## src/design/pgjc_pkg.sv

```systemverilog
`timescale 1ns / 1ps
`default_nettype none
// ----------------------------------------------------------------------------
// pgjc_pkg: shared types and constants for the PID gravity joint controller
// Register indexes, reset values, sine ROM generator, controller/datapath
// command and status structs.
// ----------------------------------------------------------------------------
package pgjc_pkg;

	// default geometry
	localparam int ANGLE_WIDTH      = 24;
	localparam int ANGLE_FRAC_BITS  = 8;
	localparam int GAIN_FRAC_BITS   = 8;
	localparam int INTEGRAL_WIDTH   = 40;
	localparam int SINE_TABLE_DEPTH = 256;

	// divisor width of the serial dividers (covers 360 deg at 12 fraction bits)
	localparam int DIV_VW = 21;

	// configuration register indexes
	localparam logic [2:0] REG_KP        = 3'd0;
	localparam logic [2:0] REG_KI        = 3'd1;
	localparam logic [2:0] REG_KD        = 3'd2;
	localparam logic [2:0] REG_KG        = 3'd3;
	localparam logic [2:0] REG_OUT_LIMIT = 3'd4;
	localparam logic [2:0] REG_MIN_DRIVE = 3'd5;
	localparam logic [2:0] REG_DEADBAND  = 3'd6;
	localparam logic [2:0] REG_ADD_BASE  = 3'd7;

	// register reset values
	localparam logic [15:0] KP_RST        = 16'd1280;
	localparam logic [15:0] KI_RST        = 16'd0;
	localparam logic [15:0] KD_RST        = 16'd205;
	localparam logic [15:0] KG_RST        = 16'd17920;
	localparam logic [7:0]  OUT_LIMIT_RST = 8'd255;
	localparam logic [7:0]  MIN_DRIVE_RST = 8'd30;
	localparam logic [15:0] DEADBAND_RST  = 16'd128;

	// drive direction codes
	localparam logic [1:0] DIR_OFF = 2'd0;
	localparam logic [1:0] DIR_FWD = 2'd1;
	localparam logic [1:0] DIR_REV = 2'd2;

	// sine polynomial coefficients, Q30
	localparam logic [63:0] TC1 = 64'd1686629713;
	localparam logic [63:0] TC3 = 64'd693598668;
	localparam logic [63:0] TC5 = 64'd85569304;
	localparam logic [63:0] TC7 = 64'd5026995;
	localparam logic [63:0] TC9 = 64'd172272;

	// quarter-wave sine entry in Q15 from a Q30 phase x in [0, 1]
	function automatic logic [15:0] sine_val(input logic [63:0] x);
		logic [63:0] x2;
		logic [63:0] p;
		logic [63:0] v;
		x2 = (x * x) >> 30;
		p  = TC9;
		p  = TC7 - ((p * x2) >> 30);
		p  = TC5 - ((p * x2) >> 30);
		p  = TC3 - ((p * x2) >> 30);
		p  = TC1 - ((p * x2) >> 30);
		v  = (p * x) >> 30;
		v  = (v + 64'd16384) >> 15;
		return (v > 64'd32768) ? 16'd32768 : v[15:0];
	endfunction

	// controller to datapath commands
	typedef struct packed {
		logic load;
		logic calc;
		logic check;
		logic mul_ed;
		logic integ;
		logic mul_i;
		logic mul_d;
		logic dstart;
		logic acc_p;
		logic tlook;
		logic mul_g;
		logic acc_g;
		logic out_load;
	} pgjc_cmd_t;

	// datapath to controller status
	typedef struct packed {
		logic db;
		logic busy;
	} pgjc_stat_t;

endpackage
`default_nettype wire

```

## src/design/pgjc_ctrl.sv

```systemverilog
`timescale 1ns / 1ps
`default_nettype none
// ----------------------------------------------------------------------------
// pgjc_ctrl: PID gravity controller sequencer
// Steps one item through the datapath and owns the input and output handshakes.
// ----------------------------------------------------------------------------
module pgjc_ctrl (
	input  wire logic                 clk,
	input  wire logic                 arst_n,
	input  wire logic                 in_valid,
	output logic                      in_ready,
	output logic                      out_valid,
	input  wire logic                 out_ready,
	input  wire pgjc_pkg::pgjc_stat_t stat,
	output pgjc_pkg::pgjc_cmd_t       cmd
);
	import pgjc_pkg::*;

	typedef enum logic [13:0] {
		ST_IDLE   = 14'b00000000000001,
		ST_CALC   = 14'b00000000000010,
		ST_CHECK  = 14'b00000000000100,
		ST_MUL_ED = 14'b00000000001000,
		ST_INTEG  = 14'b00000000010000,
		ST_MUL_I  = 14'b00000000100000,
		ST_MUL_D  = 14'b00000001000000,
		ST_DSTART = 14'b00000010000000,
		ST_ACC_P  = 14'b00000100000000,
		ST_WAIT   = 14'b00001000000000,
		ST_TLOOK  = 14'b00010000000000,
		ST_MUL_G  = 14'b00100000000000,
		ST_ACC_G  = 14'b01000000000000,
		ST_FINISH = 14'b10000000000000
	} pgjc_state_t;

	pgjc_state_t state_q, state_d;
	logic        out_valid_q;

	// next state and commands
	always_comb begin
		state_d = state_q;
		cmd     = '0;
		unique case (state_q)
			ST_IDLE: begin
				if (in_valid) begin
					cmd.load = 1'b1;
					state_d  = ST_CALC;
				end
			end
			ST_CALC: begin
				cmd.calc = 1'b1;
				state_d  = ST_CHECK;
			end
			ST_CHECK: begin
				cmd.check = 1'b1;
				state_d   = stat.db ? ST_FINISH : ST_MUL_ED;
			end
			ST_MUL_ED: begin
				cmd.mul_ed = 1'b1;
				state_d    = ST_INTEG;
			end
			ST_INTEG: begin
				cmd.integ = 1'b1;
				state_d   = ST_MUL_I;
			end
			ST_MUL_I: begin
				cmd.mul_i = 1'b1;
				state_d   = ST_MUL_D;
			end
			ST_MUL_D: begin
				cmd.mul_d = 1'b1;
				state_d   = ST_DSTART;
			end
			ST_DSTART: begin
				cmd.dstart = 1'b1;
				state_d    = ST_ACC_P;
			end
			ST_ACC_P: begin
				cmd.acc_p = 1'b1;
				state_d   = ST_WAIT;
			end
			ST_WAIT: begin
				if (!stat.busy) begin
					state_d = ST_TLOOK;
				end
			end
			ST_TLOOK: begin
				cmd.tlook = 1'b1;
				state_d   = ST_MUL_G;
			end
			ST_MUL_G: begin
				cmd.mul_g = 1'b1;
				state_d   = ST_ACC_G;
			end
			ST_ACC_G: begin
				cmd.acc_g = 1'b1;
				state_d   = ST_FINISH;
			end
			ST_FINISH: begin
				// wait for the result register to free up
				if (!out_valid_q || out_ready) begin
					cmd.out_load = 1'b1;
					state_d      = ST_IDLE;
				end
			end
			default: begin
				state_d = ST_IDLE;
			end
		endcase
	end

	always_ff @(posedge clk or negedge arst_n) begin
		if (!arst_n) begin
			state_q     <= ST_IDLE;
			out_valid_q <= 1'b0;
		end else begin
			state_q <= state_d;
			if (cmd.out_load) begin
				out_valid_q <= 1'b1;
			end else if (out_ready) begin
				out_valid_q <= 1'b0;
			end
		end
	end

	assign in_ready  = (state_q == ST_IDLE);
	assign out_valid = out_valid_q;

endmodule
`default_nettype wire
```

## config.mk

```make
export PLATFORM = sky130hd
export DESIGN_NAME = pgjc_ctrl
export DESIGN_NICKNAME = d
export VERILOG_FILES = /design/src/design/pgjc_pkg.sv /design/src/design/pgjc_ctrl.sv
export SDC_FILE = /design/constraint.sdc
export NUM_CORES = 1
export LEC_CHECK = 0
export BUFFER_PORTS_ARGS = -buffer_cell sky130_fd_sc_hd__buf_2
export CORE_MARGIN = 2
export CORE_UTILIZATION = 47
export DETAILED_ROUTE_END_ITERATION = 16
export PLACE_DENSITY = 0.74
export SYNTH_ARGS = -nofsm -noshare
export SYNTH_HDL_FRONTEND = slang
export SYNTH_SLANG_ARGS = --single-unit
```

## constraint.sdc

```tcl
create_clock -name clk -period 1.95 [get_ports clk]
set_clock_uncertainty 0.15 [all_clocks]
set_input_delay 0 -clock clk [delete_from_list [all_inputs] [get_ports clk]]
set_output_delay 0 -clock clk [all_outputs]
set_load 0.05 [all_outputs]
```

* Word level (Yosys, flattened, before mapping)
Index checks and enable logic that the tools add are counted.
** Cells by class
- Multiplexer cells :: 22
- Reduce and logical (&&, ||, !) cells :: 4
- Equality and inequality tests :: 17
** Operator list (number)
- 14-bit one-hot mux with 14 select lines :: 1
- 14-bit two-way mux :: 4
- 1-bit two-way mux :: 17
- 14-bit by 1-bit equality test with 1-bit output (second input constant) :: 1
- 14-bit by 10-bit equality test with 1-bit output (second input constant) :: 1
- 14-bit by 11-bit equality test with 1-bit output (second input constant) :: 1
- 14-bit by 12-bit equality test with 1-bit output (second input constant) :: 1
- 14-bit by 13-bit equality test with 1-bit output (second input constant) :: 1
- 14-bit equality test (second input constant) :: 1
- 14-bit by 2-bit equality test with 1-bit output (second input constant) :: 1
- 14-bit by 3-bit equality test with 1-bit output (second input constant) :: 1
- 14-bit by 4-bit equality test with 1-bit output (second input constant) :: 1
- 14-bit by 5-bit equality test with 1-bit output (second input constant) :: 1
- 14-bit by 6-bit equality test with 1-bit output (second input constant) :: 1
- 14-bit by 7-bit equality test with 1-bit output (second input constant) :: 1
- 14-bit by 8-bit equality test with 1-bit output (second input constant) :: 1
- 14-bit by 9-bit equality test with 1-bit output (second input constant) :: 1
- 2-bit inequality test (second input constant) :: 3
- 3-bit AND reduction :: 1
- 2-bit nonzero test :: 1
- 1-bit zero test :: 1
- 1-bit logical OR :: 1
** Storage, ports and cells
- Register bits after elaboration :: 15
- Word-level logic and storage cells :: 45

* Depth between registers and ports, before layout
- Word-level depth :: 5
- Mapped depth :: 5

* Least setup slack after synthesis
No wires, ideal clock.
- Kind :: reg2out
- Start :: register state_q[9]
- End :: output cmd[9] (netlist name)
- Path slack :: -890 ps
- Stages on the path, launching flop included :: 4
- Arrival time :: 2690 ps
- Data required time :: 1800 ps
- Path buffers :: 0
- Cells stage by stage :: dfrtp_1 > nor4_1 > nand4_1 > nor4_1
** RTL lines
- start, declared :: line pgjc_ctrl.sv:36 : pgjc_state_t state_q, state_d;
- start signal, assigned :: line pgjc_ctrl.sv:117 : state_q <= state_d;
- end, declared :: line pgjc_ctrl.sv:15 : output pgjc_pkg::pgjc_cmd_t cmd

==> reports/metrics.cfg <==
[status]
run_status = finished with violations
violations = setup timing

[routing]
vias = 1244
wirelength_um = 5023
drt_pass1_iterations = 5
dr.max_layer_used = met4
drc = 0
dr_wl_met3_um = 579
avgViaCountPerCell = 6.835
avgRoutedWirePerCell_um = 27.60
ant_nets = 0
wl_met2_um = 2309
met1_length_um = 1600
drt-initial-drc-count = 116

[critical_path]
ff2ff_path_depth = 6
cp.arrival_ps = 2220
setup.worst_path.end_class = primary output
critPathTopFamily = simple AND/OR/NAND/NOR gates
path_cells = or4_4 > or3_4 > or2_4 > nor2b_4 > buf_6
crit_path_top_delay_cell = or4_4
required_ps = 1800
rr_endpoint = state_q[13]$_DFFE_PN0P_
worstSetupPathType = flip-flop to primary output
max_stage_delay_ps = 540
path_buf_inv = 1
crit_fanout = 4
cp-start-kind = flip-flop
reg2reg_from = state_q[1]$_DFFE_PN0P_
r2r_slack_ps = -310

[placed_design]
dp.cells = 154
place_ws_ps = -134.1
dpl_cell_area_mm2 = 0.001241
portBuffers = 20
hpwlAfterDp_um = 1702
place.gp.congestion = 0.8384

[min_path]
hp-start = stat[0]
hold_class = primary input to flip-flop
worstHoldPathCells = 3
hold_path_end = state_q[10]$_DFFE_PN0P_

[global_routing]
grt_pass1_vias = 1047
grt_pass1_wl_um = 5050
gr-total-overflow = 0
antenna_found_initial = 0
grtUsageTotal_pct = 32.75
grt_max_degree = 11

[power_and_ir_drop]
swShare_pct = 45.50
clockPowerShare_pct = 10.7
pwr-share-comb_pct = 69.3
p_switching_uw = 844.7
p_leak_nw = 0.7946
vdd_drop_max_mv = 1.248
power_density_mw_per_mm2 = 1072
p_int_mw = 1.012
pwr-share-seq_pct = 20.0

[clock_network]
cts_root_buf = clkbuf_4
clockBufferDepth = 2
clk_latency_ps = 300
cts_max_level = 1
path_clk_slew_ps = 100
cts_inserted_buffers = 3
clkSinkCount = 15
cts_tree = done

[floorplanning]
die_y_um = 48.21
die_area_mm2 = 0.002324
initial_core_util_pct = 51.51
core-area_mm2 = 0.001783
fp.dieW_um = 48.21
placement_rows = 15
pin_count = 21

[sta]
hold_viol_final = 0
fmax_ghz = 0.4216
slew_headroom_pct = 69.46
fin_crit_sh_pct = 121.6
tightest_slew_ps = 454.6
min_period_ps = 2372
layout_setup_ws_ps = -422.1
drv_slew = 0
rsz0062_at_grt = yes
setup-violations-final = 23

[synthesis]
synth_top_area_share_pct = 38.15
synth.area.top_cells = dfrtp_1 38%, nor3b_1 6.5%, and3b_2 4.4%
syn-cell-area_um2 = 918.4
avgSynthCellArea_um2 = 9.566
yosys.area.top_type = dfrtp_1
yosysSeqAreaShare_pct = 41.01
synth.distinct_cells = 37
synth_nets = 102
synth_seq_cells = 15
yosys_warnings = 0
syn_inst = 96

[final_layout]
fin_nets = 164
instances_no_fill = 182
design_area_mm2 = 0.001732
final_cell_mix = 29 x buf_4, 15 x buf_6, 14 x dfrtp_1
fill_cells = 30
multi_input_area_um2 = 747.0
drive_gt1_share_pct = 61.78
areaGrowthSynthToFinish_pct = 88.56
seqCellArea_um2 = 376.6
diodes = 0
layout_commonest_cell = buf_4

[job]
drv_cap = 0

synthesized netlist by cell type:
library cell  number
nor4b_1            2
or3_4              1
o211a_1            1
o211ai_1           1
dfrtp_1           14
buf_6              1
nand3_1            2
buf_2              1
a211o_1            2
or4_4              2
o41ai_1            1
inv_1              1
nor3_1             3
and3_1             2
xor2_1             2
nand4b_1           1
o32ai_1            1
dfstp_2            1
nand3b_1           2
nand4_1            2
nor2_1            10
nor4_2             1
nor3b_1            8
and4b_1            1
o21ai_0            3
o22ai_1            1
a21oi_1            1
nor2b_1            2
or3_1              1
nand2b_1           4
xnor2_1            2
nand2_1            4
and2_1             3
clkbuf_1           2
and3b_2            4
nor4_1             5
or2_1              1
how the worst max path moves through the flow:
stage | startpoint | endpoint | slack [ps] | cells past startpoint
2_1_floorplan | state_q[12]$_DFFE_PN0P_ | state_q[13]$_DFFE_PN0P_ | -340 | 4
3_3_place_gp | state_q[7]$_DFFE_PN0P_ | cmd[0] | -90 | 5
6_report | state_q[1]$_DFFE_PN0P_ | cmd[0] | -420 | 5
4_1_cts | state_q[0]$_DFFE_PN1P_ | cmd[0] | -330 | 5
3_5_place_dp | state_q[7]$_DFFE_PN0P_ | cmd[0] | -130 | 5
5_1_grt | state_q[1]$_DFFE_PN0P_ | cmd[0] | -460 | 5
power by group through the flow:
stage / Clock, mW / Combinational (mW) / Sequential, mW
after floorplan: 0 / 0.520 / 0.374
after global placement: 0 / 0.657 / 0.368
after detailed placement: 0 / 0.676 / 0.370
after CTS: 0.189 / 1.01 / 0.363
after global routing: 0.221 / 1.31 / 0.373
final: 0.199 / 1.29 / 0.371
flip-flops by register name, summed over array words and instances, names as in the netlist:
name,flops
state_q,14
out_valid,1
stage by stage:
step                utilization, %  hold WS [ps]  setup TNS, ps  power (mW)
floorplan                        -        -445.6          -1114      0.8931
global placement             69.61        -232.4         -128.4       1.025
detailed placement           69.61        -224.0         -280.9       1.046
CTS                          90.53         245.7          -1913       1.560
global route                 97.12         288.2          -7419       1.907
finish                       97.12         278.4          -5614       1.857
metal layers:
layer,vias to the layer above,track usage [%]
li1,479,-
met3,60,5.926
met4,0,11.89
met5,-,0
met2,147,58.95
met1,558,38.39
worst register-to-register path, cell delays in order (launching register included):
cell	delay [ps]
dfrtp_1	410
or4_4	540
or3_4	410
and4b_2	350
buf_6	120
buf_6	90
a211o_1	130
repair_timing:
item	4_1_cts	5_1_grt
hold endpoints to repair	22	0
hold buffers	7	0
pin swaps	13	5
resized for setup	50	14
buffers inserted	12	6
endpoints found under the setup margin	19	21
kinds of logic (layout without fill, tap and decap cells):
| family | Yosys count | in the layout | synth area share [%] |
|---|---|---|---|
| xor+xnor | 4 | 4 | 3.815 |
| flops | 15 | 15 | 41.01 |
| buf+inv | 5 | 66 | 2.997 |
| compound gates | 11 | 11 | 8.584 |
| simple gates | 61 | 61 | 43.60 |
area by class of cell:
class | count | share of cell area [%]
Tap cell | 25 | 1.806
Timing Repair Buffer | 61 | 31.58
Sequential cell | 15 | 21.75
Inverter | 1 | 0.2168
Multi-Input combinational cell | 76 | 43.14
Clock buffer | 4 | 1.517
(Power assumes the default switching activity.)
